File: config.mk
export PLATFORM = sky130hd
export DESIGN_NAME = point_direction_angle_unit
export DESIGN_NICKNAME = d
export VERILOG_FILES = /design/src/rtl/pda_pkg.sv /design/src/rtl/pda_prep.sv /design/src/rtl/pda_search_stage.sv /design/src/rtl/pda_map.sv /design/src/rtl/point_direction_angle_unit.sv
export SDC_FILE = /design/constraint.sdc
export NUM_CORES = 2
export LEC_CHECK = 0
export ABC_AREA = 1
export BUFFER_PORTS_ARGS = -buffer_cell sky130_fd_sc_hd__buf_4
export CAP_MARGIN = 20
export CELL_PAD_IN_SITES_DETAIL_PLACEMENT = 0
export CELL_PAD_IN_SITES_GLOBAL_PLACEMENT = 1
export CORE_MARGIN = 2
export CORE_UTILIZATION = 50
export DETAILED_ROUTE_END_ITERATION = 10
export PLACE_DENSITY_LB_ADDON = 0.1
export SLEW_MARGIN = 20
export SYNTH_ARGS = -nofsm -noshare
export SYNTH_HDL_FRONTEND = slang
export SYNTH_SLANG_ARGS = --single-unit
export TNS_END_PERCENT = 10
File: constraint.sdc
create_clock -name clk -period 14.3 [get_ports clk]
set_input_delay 3.575 -clock clk [delete_from_list [all_inputs] [get_ports clk]]
set_output_delay 3.575 -clock clk [all_outputs]
set_load 0.01 [all_outputs]
File: src/rtl/pda_pkg.sv
// Shared types, constants and the tangent threshold table for the direction angle unit.
package pda_pkg;

    localparam int CoordW      = 16;
    localparam int AbsW        = CoordW + 1;
    localparam int FracW       = 16;
    localparam int ThrW        = 23;
    localparam int ProdW       = AbsW + ThrW;
    localparam int NumThr      = 89;
    localparam int SearchSteps = 7;
    localparam int BaseW       = SearchSteps;
    localparam int TableSize   = 1 << SearchSteps;
    localparam int DegW        = 10;
    localparam int QBits       = 30;
    localparam int AngScale    = 57;
    localparam int TaylorTerms = 12;

    localparam logic signed [DegW-1:0] DegNone  = -DegW'(1);
    localparam logic signed [DegW-1:0] DegRight = DegW'(0);
    localparam logic signed [DegW-1:0] DegUp    = DegW'(90);
    localparam logic signed [DegW-1:0] DegLeft  = DegW'(180);
    localparam logic signed [DegW-1:0] DegDown  = DegW'(270);
    localparam logic signed [DegW-1:0] DegFull  = DegW'(360);

    typedef enum logic [2:0] {
        KIND_COINCIDENT,
        KIND_UP,
        KIND_DOWN,
        KIND_RIGHT,
        KIND_LEFT,
        KIND_GENERAL
    } dir_kind_t;

    typedef struct packed {
        dir_kind_t           kind;
        logic                dx_neg;
        logic                dy_neg;
        logic [AbsW-1:0]     adx;
        logic [AbsW-1:0]     ady;
        logic [BaseW-1:0]    base;
    } pda_word_t;

    typedef logic [TableSize-1:0][ThrW-1:0] thr_table_t;

    // Restoring long division, used only while the table is elaborated.
    function automatic logic [63:0] udiv64(input logic [63:0] num, input logic [63:0] den);
        logic [63:0] rem;
        logic [63:0] quo;
        rem = '0;
        quo = '0;
        for (int i = 63; i >= 0; i--)
        begin
            rem = {rem[62:0], num[i]};
            if (rem >= den)
            begin
                rem    = rem - den;
                quo[i] = 1'b1;
            end
        end
        return quo;
    endfunction

    // Entry k holds tan(k/57) in Q16, rounded up, from Q30 Taylor sums.
    function automatic thr_table_t build_thr_table();
        thr_table_t  tbl;
        logic [63:0] th;
        logic [63:0] ts;
        logic [63:0] tc;
        longint      s;
        longint      c;
        logic [63:0] num;
        logic [63:0] quo;
        tbl = '0;
        for (int k = 1; k <= NumThr; k++)
        begin
            th = udiv64((64'(k) << QBits) + 64'(AngScale / 2), 64'(AngScale));
            ts = th;
            tc = 64'(1) << QBits;
            s  = longint'(th);
            c  = longint'(tc);
            for (int n = 1; n <= TaylorTerms; n++)
            begin
                ts = (ts * th) >> QBits;
                ts = (ts * th) >> QBits;
                ts = udiv64(ts, 64'((2 * n) * (2 * n + 1)));
                tc = (tc * th) >> QBits;
                tc = (tc * th) >> QBits;
                tc = udiv64(tc, 64'((2 * n - 1) * (2 * n)));
                if (n % 2 == 1)
                begin
                    s = s - longint'(ts);
                    c = c - longint'(tc);
                end
                else
                begin
                    s = s + longint'(ts);
                    c = c + longint'(tc);
                end
            end
            if (s < 0)
            begin
                s = 0;
            end
            if (c < 1)
            begin
                c = 1;
            end
            num    = (64'(s) << FracW) + 64'(c) - 64'(1);
            quo    = udiv64(num, 64'(c));
            tbl[k] = quo[ThrW-1:0];
        end
        return tbl;
    endfunction

    localparam thr_table_t ThrTable = build_thr_table();

endpackage

File: src/rtl/pda_prep.sv
// Input stage: classifies the point pair and forms the wrapped absolute differences.
module pda_prep
    import pda_pkg::*;
(
    input  logic                     clk,
    input  logic                     rst_n,
    input  logic                     in_valid,
    output logic                     in_ready,
    input  logic signed [CoordW-1:0] from_x,
    input  logic signed [CoordW-1:0] from_y,
    input  logic signed [CoordW-1:0] to_x,
    input  logic signed [CoordW-1:0] to_y,
    output logic                     out_valid,
    output pda_word_t                out_word,
    input  logic                     out_ready
);

    logic              valid_reg;
    logic              valid_next;
    pda_word_t         word_reg;
    pda_word_t         word_next;
    logic [CoordW-1:0] dx;
    logic [CoordW-1:0] dy;

    assign in_ready = !valid_reg || out_ready;

    always_comb
    begin
        dx = to_x - from_x;
        dy = to_y - from_y;
        word_next.dx_neg = dx[CoordW-1];
        word_next.dy_neg = dy[CoordW-1];
        word_next.adx    = dx[CoordW-1] ? (AbsW'(0) - {dx[CoordW-1], dx}) : {1'b0, dx};
        word_next.ady    = dy[CoordW-1] ? (AbsW'(0) - {dy[CoordW-1], dy}) : {1'b0, dy};
        word_next.base   = '0;
        if (from_x == to_x && from_y == to_y)
        begin
            word_next.kind = KIND_COINCIDENT;
        end
        else if (from_x == to_x)
        begin
            word_next.kind = (from_y > to_y) ? KIND_UP : KIND_DOWN;
        end
        else if (from_y == to_y)
        begin
            word_next.kind = (from_x < to_x) ? KIND_RIGHT : KIND_LEFT;
        end
        else
        begin
            word_next.kind = KIND_GENERAL;
        end
        valid_next = in_ready ? in_valid : valid_reg;
    end

    always_ff @(posedge clk or negedge rst_n)
    begin
        if (!rst_n)
        begin
            valid_reg <= 1'b0;
        end
        else
        begin
            valid_reg <= valid_next;
        end
    end

    always_ff @(posedge clk)
    begin
        if (in_ready && in_valid)
        begin
            word_reg <= word_next;
        end
    end

    assign out_valid = valid_reg;
    assign out_word  = word_reg;

endmodule

File: src/rtl/pda_search_stage.sv
// One step of the binary search for the base angle over the threshold table.
module pda_search_stage
    import pda_pkg::*;
#(
    parameter int Step = 0
)
(
    input  logic      clk,
    input  logic      rst_n,
    input  logic      in_valid,
    output logic      in_ready,
    input  pda_word_t in_word,
    output logic      out_valid,
    output pda_word_t out_word,
    input  logic      out_ready
);

    localparam logic [BaseW-1:0] StepBit = BaseW'(1) << Step;

    logic             valid_reg;
    logic             valid_next;
    pda_word_t        word_reg;
    pda_word_t        word_next;
    logic [BaseW-1:0] cand;
    logic [ProdW-1:0] prod;
    logic [ProdW-1:0] lhs;
    logic             take;

    assign in_ready = !valid_reg || out_ready;

    always_comb
    begin
        cand      = in_word.base | StepBit;
        prod      = ProdW'(in_word.adx) * ProdW'(ThrTable[cand]);
        lhs       = ProdW'({in_word.ady, {FracW{1'b0}}});
        take      = (cand <= BaseW'(NumThr)) && (lhs >= prod);
        word_next = in_word;
        if (take)
        begin
            word_next.base = cand;
        end
        valid_next = in_ready ? in_valid : valid_reg;
    end

    always_ff @(posedge clk or negedge rst_n)
    begin
        if (!rst_n)
        begin
            valid_reg <= 1'b0;
        end
        else
        begin
            valid_reg <= valid_next;
        end
    end

    always_ff @(posedge clk)
    begin
        if (in_ready && in_valid)
        begin
            word_reg <= word_next;
        end
    end

    assign out_valid = valid_reg;
    assign out_word  = word_reg;

endmodule

File: src/rtl/pda_map.sv
// Output stage: maps the base angle by quadrant and holds the result word.
module pda_map
    import pda_pkg::*;
(
    input  logic                   clk,
    input  logic                   rst_n,
    input  logic                   in_valid,
    output logic                   in_ready,
    input  pda_word_t              in_word,
    output logic                   out_valid,
    output logic signed [DegW-1:0] out_deg,
    input  logic                   out_ready
);

    logic                   valid_reg;
    logic                   valid_next;
    logic signed [DegW-1:0] deg_reg;
    logic signed [DegW-1:0] deg_next;
    logic signed [DegW-1:0] base_ext;

    assign in_ready = !valid_reg || out_ready;

    always_comb
    begin
        base_ext = DegW'(in_word.base);
        case (in_word.kind)
            KIND_COINCIDENT: deg_next = DegNone;
            KIND_UP:         deg_next = DegUp;
            KIND_DOWN:       deg_next = DegDown;
            KIND_RIGHT:      deg_next = DegRight;
            KIND_LEFT:       deg_next = DegLeft;
            KIND_GENERAL:
            begin
                if (!in_word.dx_neg)
                begin
                    deg_next = in_word.dy_neg ? base_ext : (DegFull - base_ext);
                end
                else
                begin
                    deg_next = in_word.dy_neg ? (DegLeft - base_ext) : (DegLeft + base_ext);
                end
            end
            default:         deg_next = DegNone;
        endcase
        valid_next = in_ready ? in_valid : valid_reg;
    end

    always_ff @(posedge clk or negedge rst_n)
    begin
        if (!rst_n)
        begin
            valid_reg <= 1'b0;
        end
        else
        begin
            valid_reg <= valid_next;
        end
    end

    always_ff @(posedge clk)
    begin
        if (in_ready && in_valid)
        begin
            deg_reg <= deg_next;
        end
    end

    assign out_valid = valid_reg;
    assign out_deg   = deg_reg;

endmodule

File: src/rtl/point_direction_angle_unit.sv
// Top level of the direction angle unit: input stage, search pipeline and output stage.
//
//  Channel  Handshake             Payload
//  in       in_valid / in_stall   from_x, from_y, to_x, to_y (signed 16 bits each)
//  out      out_valid / out_stall direction_deg (signed 10 bits)
//
//  One word is accepted every cycle while in_stall is low; a word is registered by the input stage,
//  the seven binary search steps, one table multiply and compare each, and the output stage.
//  Reset empties every stage at once; no table fill is needed after reset.
//  A stall holds only the stages that are full behind it, so bubbles close up.
module point_direction_angle_unit
    import pda_pkg::*;
(
    input  logic                     clk,
    input  logic                     rst_n,
    input  logic                     in_valid,
    output logic                     in_stall,
    input  logic signed [CoordW-1:0] from_x,
    input  logic signed [CoordW-1:0] from_y,
    input  logic signed [CoordW-1:0] to_x,
    input  logic signed [CoordW-1:0] to_y,
    output logic                     out_valid,
    input  logic                     out_stall,
    output logic signed [DegW-1:0]   direction_deg
);

    logic      in_ready;
    logic      chain_valid [SearchSteps+1];
    logic      chain_ready [SearchSteps+1];
    pda_word_t chain_word  [SearchSteps+1];

    assign in_stall = !in_ready;

    pda_prep u_prep
    (
        .clk       (clk),
        .rst_n     (rst_n),
        .in_valid  (in_valid),
        .in_ready  (in_ready),
        .from_x    (from_x),
        .from_y    (from_y),
        .to_x      (to_x),
        .to_y      (to_y),
        .out_valid (chain_valid[0]),
        .out_word  (chain_word[0]),
        .out_ready (chain_ready[0])
    );

    for (genvar i = 0; i < SearchSteps; i++)
    begin : g_search
        pda_search_stage #(
            .Step (SearchSteps - 1 - i)
        ) u_stage
        (
            .clk       (clk),
            .rst_n     (rst_n),
            .in_valid  (chain_valid[i]),
            .in_ready  (chain_ready[i]),
            .in_word   (chain_word[i]),
            .out_valid (chain_valid[i+1]),
            .out_word  (chain_word[i+1]),
            .out_ready (chain_ready[i+1])
        );
    end

    pda_map u_map
    (
        .clk       (clk),
        .rst_n     (rst_n),
        .in_valid  (chain_valid[SearchSteps]),
        .in_ready  (chain_ready[SearchSteps]),
        .in_word   (chain_word[SearchSteps]),
        .out_valid (out_valid),
        .out_deg   (direction_deg),
        .out_ready (!out_stall)
    );

    // A stalled input means the first stage is holding a word.
    a_stall_needs_full: assert property (@(posedge clk) disable iff (!rst_n)
        in_stall |-> chain_valid[0])
        else $error("input stalled while the first stage is empty");

    // With the output free, every stage can move, so the input is never stalled.
    a_free_output_frees_input: assert property (@(posedge clk) disable iff (!rst_n)
        !out_stall |-> !in_stall)
        else $error("input stalled while the output is free");

    // Every delivered angle lies in the range of the result.
    a_result_range: assert property (@(posedge clk) disable iff (!rst_n)
        out_valid |-> (direction_deg >= DegNone && direction_deg <= DegFull))
        else $error("direction out of range");

endmodule

==> flow_metrics.env <==
export IMPL_grt_antenna_before_repair=6
export IMPL_path_clk_slew_ns=0.08
export IMPL_cts_buffers=42
export IMPL_status="finished, final reports clean"
export IMPL_syn_area_sq_um=81290
export IMPL_required_ns=14.79
export IMPL_fin_crit_ns=10.44
export IMPL_hold_viol=0
export IMPL_synth_compound_area_share_pct=5.560
export IMPL_synth_most_common_cell="inv_1"
export IMPL_dr_first_iter_drc_count=4743
export IMPL_rows=147
export IMPL_ys_warn_count=0
export IMPL_period_share_pct=72.98
export IMPL_core_sq_um=160900
export IMPL_synthCells=9847
export IMPL_grt_pass1_wl_um=384100
export IMPL_port_buffers=79
export IMPL_avgSynthCellArea_sq_um=8.255
export IMPL_cts_tree="built"
export IMPL_antenna_left=0
export IMPL_vias_per_cell=5.297
export IMPL_nNetsFinal=12402
export IMPL_htree_levels=2
export IMPL_clkLatencyLatePin_ns=0.64
export IMPL_cp_max_fo=15
export IMPL_ys_ff_latch=325
export IMPL_grt_max_degree=46
export IMPL_finalMaxSlewViolations=0
export IMPL_overflow=0
export IMPL_skew_ns=0.03722
export IMPL_start_kind="register"
export IMPL_drive_above_1_share_pct=3.147
export IMPL_pre_cts_slack_ns=3.881
export IMPL_yosys_area_share_simple_pct=15.88
export IMPL_antenna_cells=0
export IMPL_place_congestion=0.9523
export IMPL_synth_edf_count=316
export IMPL_first_pass_iters=6
export IMPL_top_layer_used="met4"
export IMPL_crit_path_max_incr_delay_ns=0.83
export IMPL_io_pins=80
export IMPL_cp_arrival_ns=10.92
export IMPL_rsz0062_at_grt="false"
export IMPL_crit_slowest_cell="edfxtp_1"
export IMPL_wl_met1_um=108700
export IMPL_cp_end_kind="register"
export IMPL_grt_pass1_vias=66734
export IMPL_drv_cap=0
export IMPL_holdBufCountCts=0
export IMPL_drc=0
export IMPL_post_dp_hpwl_um=205100
export IMPL_async_reset_ff_share_pct=2.769
export IMPL_clock_fmax_mhz=95.82
export IMPL_tightest_slew_ns=1.099
export IMPL_postCtsResizedCells=0
export IMPL_grtUsageTotal_pct=29.71
export IMPL_root_buffer="clkbuf_16"
export IMPL_synth_common_cells="inv_1 (2591), nand2_1 (1886), fa_1 (1418), ha_1 (1065), nor2_1 (939)"
export IMPL_dr_total_vias=63789
export IMPL_drt_total_wl_um=242300
export IMPL_cpMostUsedCell="nand2_1"
export IMPL_seq_area_frac_synth_pct=11.95
export IMPL_yosys_most_used_dff="edfxtp_1"
export IMPL_synth_distinct_cells=72
export IMPL_die_w_um=407.2
export IMPL_yosysTopAreaCellShare_pct=34.92
export IMPL_start_util_pct=50.51
export IMPL_setup_tns_ns=0
export IMPL_cts_setup_buffers=0
export IMPL_hold_path_class="register to register"
export IMPL_muxShareOfSynthArea_pct=0
export IMPL_wl_met3_um=16560
export IMPL_crit_type="register to register"
export IMPL_wl_per_cell_um=20.12
export IMPL_die_h_um=407.2
export IMPL_setup_viol=0
export IMPL_dr_wl_met2_um=111600
export IMPL_fin_ws_ns=3.864
export IMPL_cts_sinks=325
export IMPL_synthAdderAreaFrac_pct=51.32
export IMPL_clockBufferDepth=3
export IMPL_yosys_top_cells_area="fa_1 (35%), ha_1 (16%), inv_1 (12%)"
export IMPL_synthXorXnorAreaFrac_pct=2.192
export IMPL_yosysTopAreaCell="fa_1"
export IMPL_timing_slew_headroom_pct=26.73
export IMPL_syn2layout_area_growth_pct=5.609
export IMPL_die_area_sq_um=165800
export IMPL_synth_top_family_by_area="adder cells"
==> sequential cells by signal, indices dropped and copies added (netlist names) <==
| signal | flops |
|---|---|
| g_search.u_stage.out_word | 267 |
| u_prep.out_word | 39 |
| u_map.out_deg | 10 |
| g_search.u_stage.out_valid | 7 |
| u_map.out_valid | 1 |
| u_prep.out_valid | 1 |
==> final timing paths <==
kind,startpoint,end,slack [ns],depth (start not counted)
max reg2reg,g_search[5].u_stage.out_word[2],g_search[6].u_stage.out_word[0],3.86,42
min,g_search[2].u_stage.out_word[42],g_search[3].u_stage.out_word[42],0.42,0
min in group asynchronous,rst_n,u_map.out_valid,2.78,1
max,g_search[5].u_stage.out_word[2],g_search[6].u_stage.out_word[0],3.86,42
min reg2reg,g_search[2].u_stage.out_word[42],g_search[3].u_stage.out_word[42],0.42,0
max in group asynchronous,rst_n,g_search[3].u_stage.out_valid,11.38,1
==> final cells by class <==
type,count,area (sq um)
clock buffers,43,1065
fillers,15481,75090
inverters,2621,9838
flip-flops and latches,325,9714
repair buffers,158,1186
clock inverters,32,344.1
multi-input cells,6703,61000
well taps,2160,2703
==> per-layer routing <==
metal	vias up	track usage, %
met5	-	0
met2	2163	48.37
met1	31666	42.81
met4	0	6.204
li1	29643	-
met3	317	3.408
==> metrics by stage <==
step           instances  area [sq um]  utilization, %  hold WS (ns)
6_report           12042         85850           53.34        0.4175
5_1_grt            12042         85850           53.34        0.4243
4_1_cts            12042         85850           53.34        0.4192
3_5_place_dp       11967         84440           52.47        0.4045
3_3_place_gp       11967         84440           52.47        0.4007
2_1_floorplan       9848         81290               -        0.4003
==> layout by cell type (no fill, tap or decap), drive strengths merged, types with 43 or more instances in the layout <==
cell type,n
a21oi,359
buf,158
clkbuf,43
edfxtp,316
fa,1418
ha,1065
inv,2609
nand2,1893
nand3,228
nand4,67
nor2,946
nor3,59
o21ai,225
xnor2,93
xor2,107
==> worst max-delay path, delay by kind of cell, from the launching register on <==
kind	cells	cell delay [ns]
simple gates	19	2.41
xor+xnor	1	0.13
buf+inv	7	1.37
flops	1	0.83
fa+ha+maj	9	4.28
compound gates	6	1.23
==> cells by family after synthesis <==
| logic type | count (synthesis) |
|---|---|
| adder cells (fa/ha/maj) | 2483 |
| AO/OA/AOI/OAI | 778 |
| other | 1 |
| XOR/XNOR | 200 |
| AND/OR/NAND/NOR | 3240 |
| flip-flops | 325 |
| buffers and inverters | 2820 |
Power is left out: the tool's default activity adds up to more than one toggle a clock period on the data nets, which glitch-free logic cannot reach.
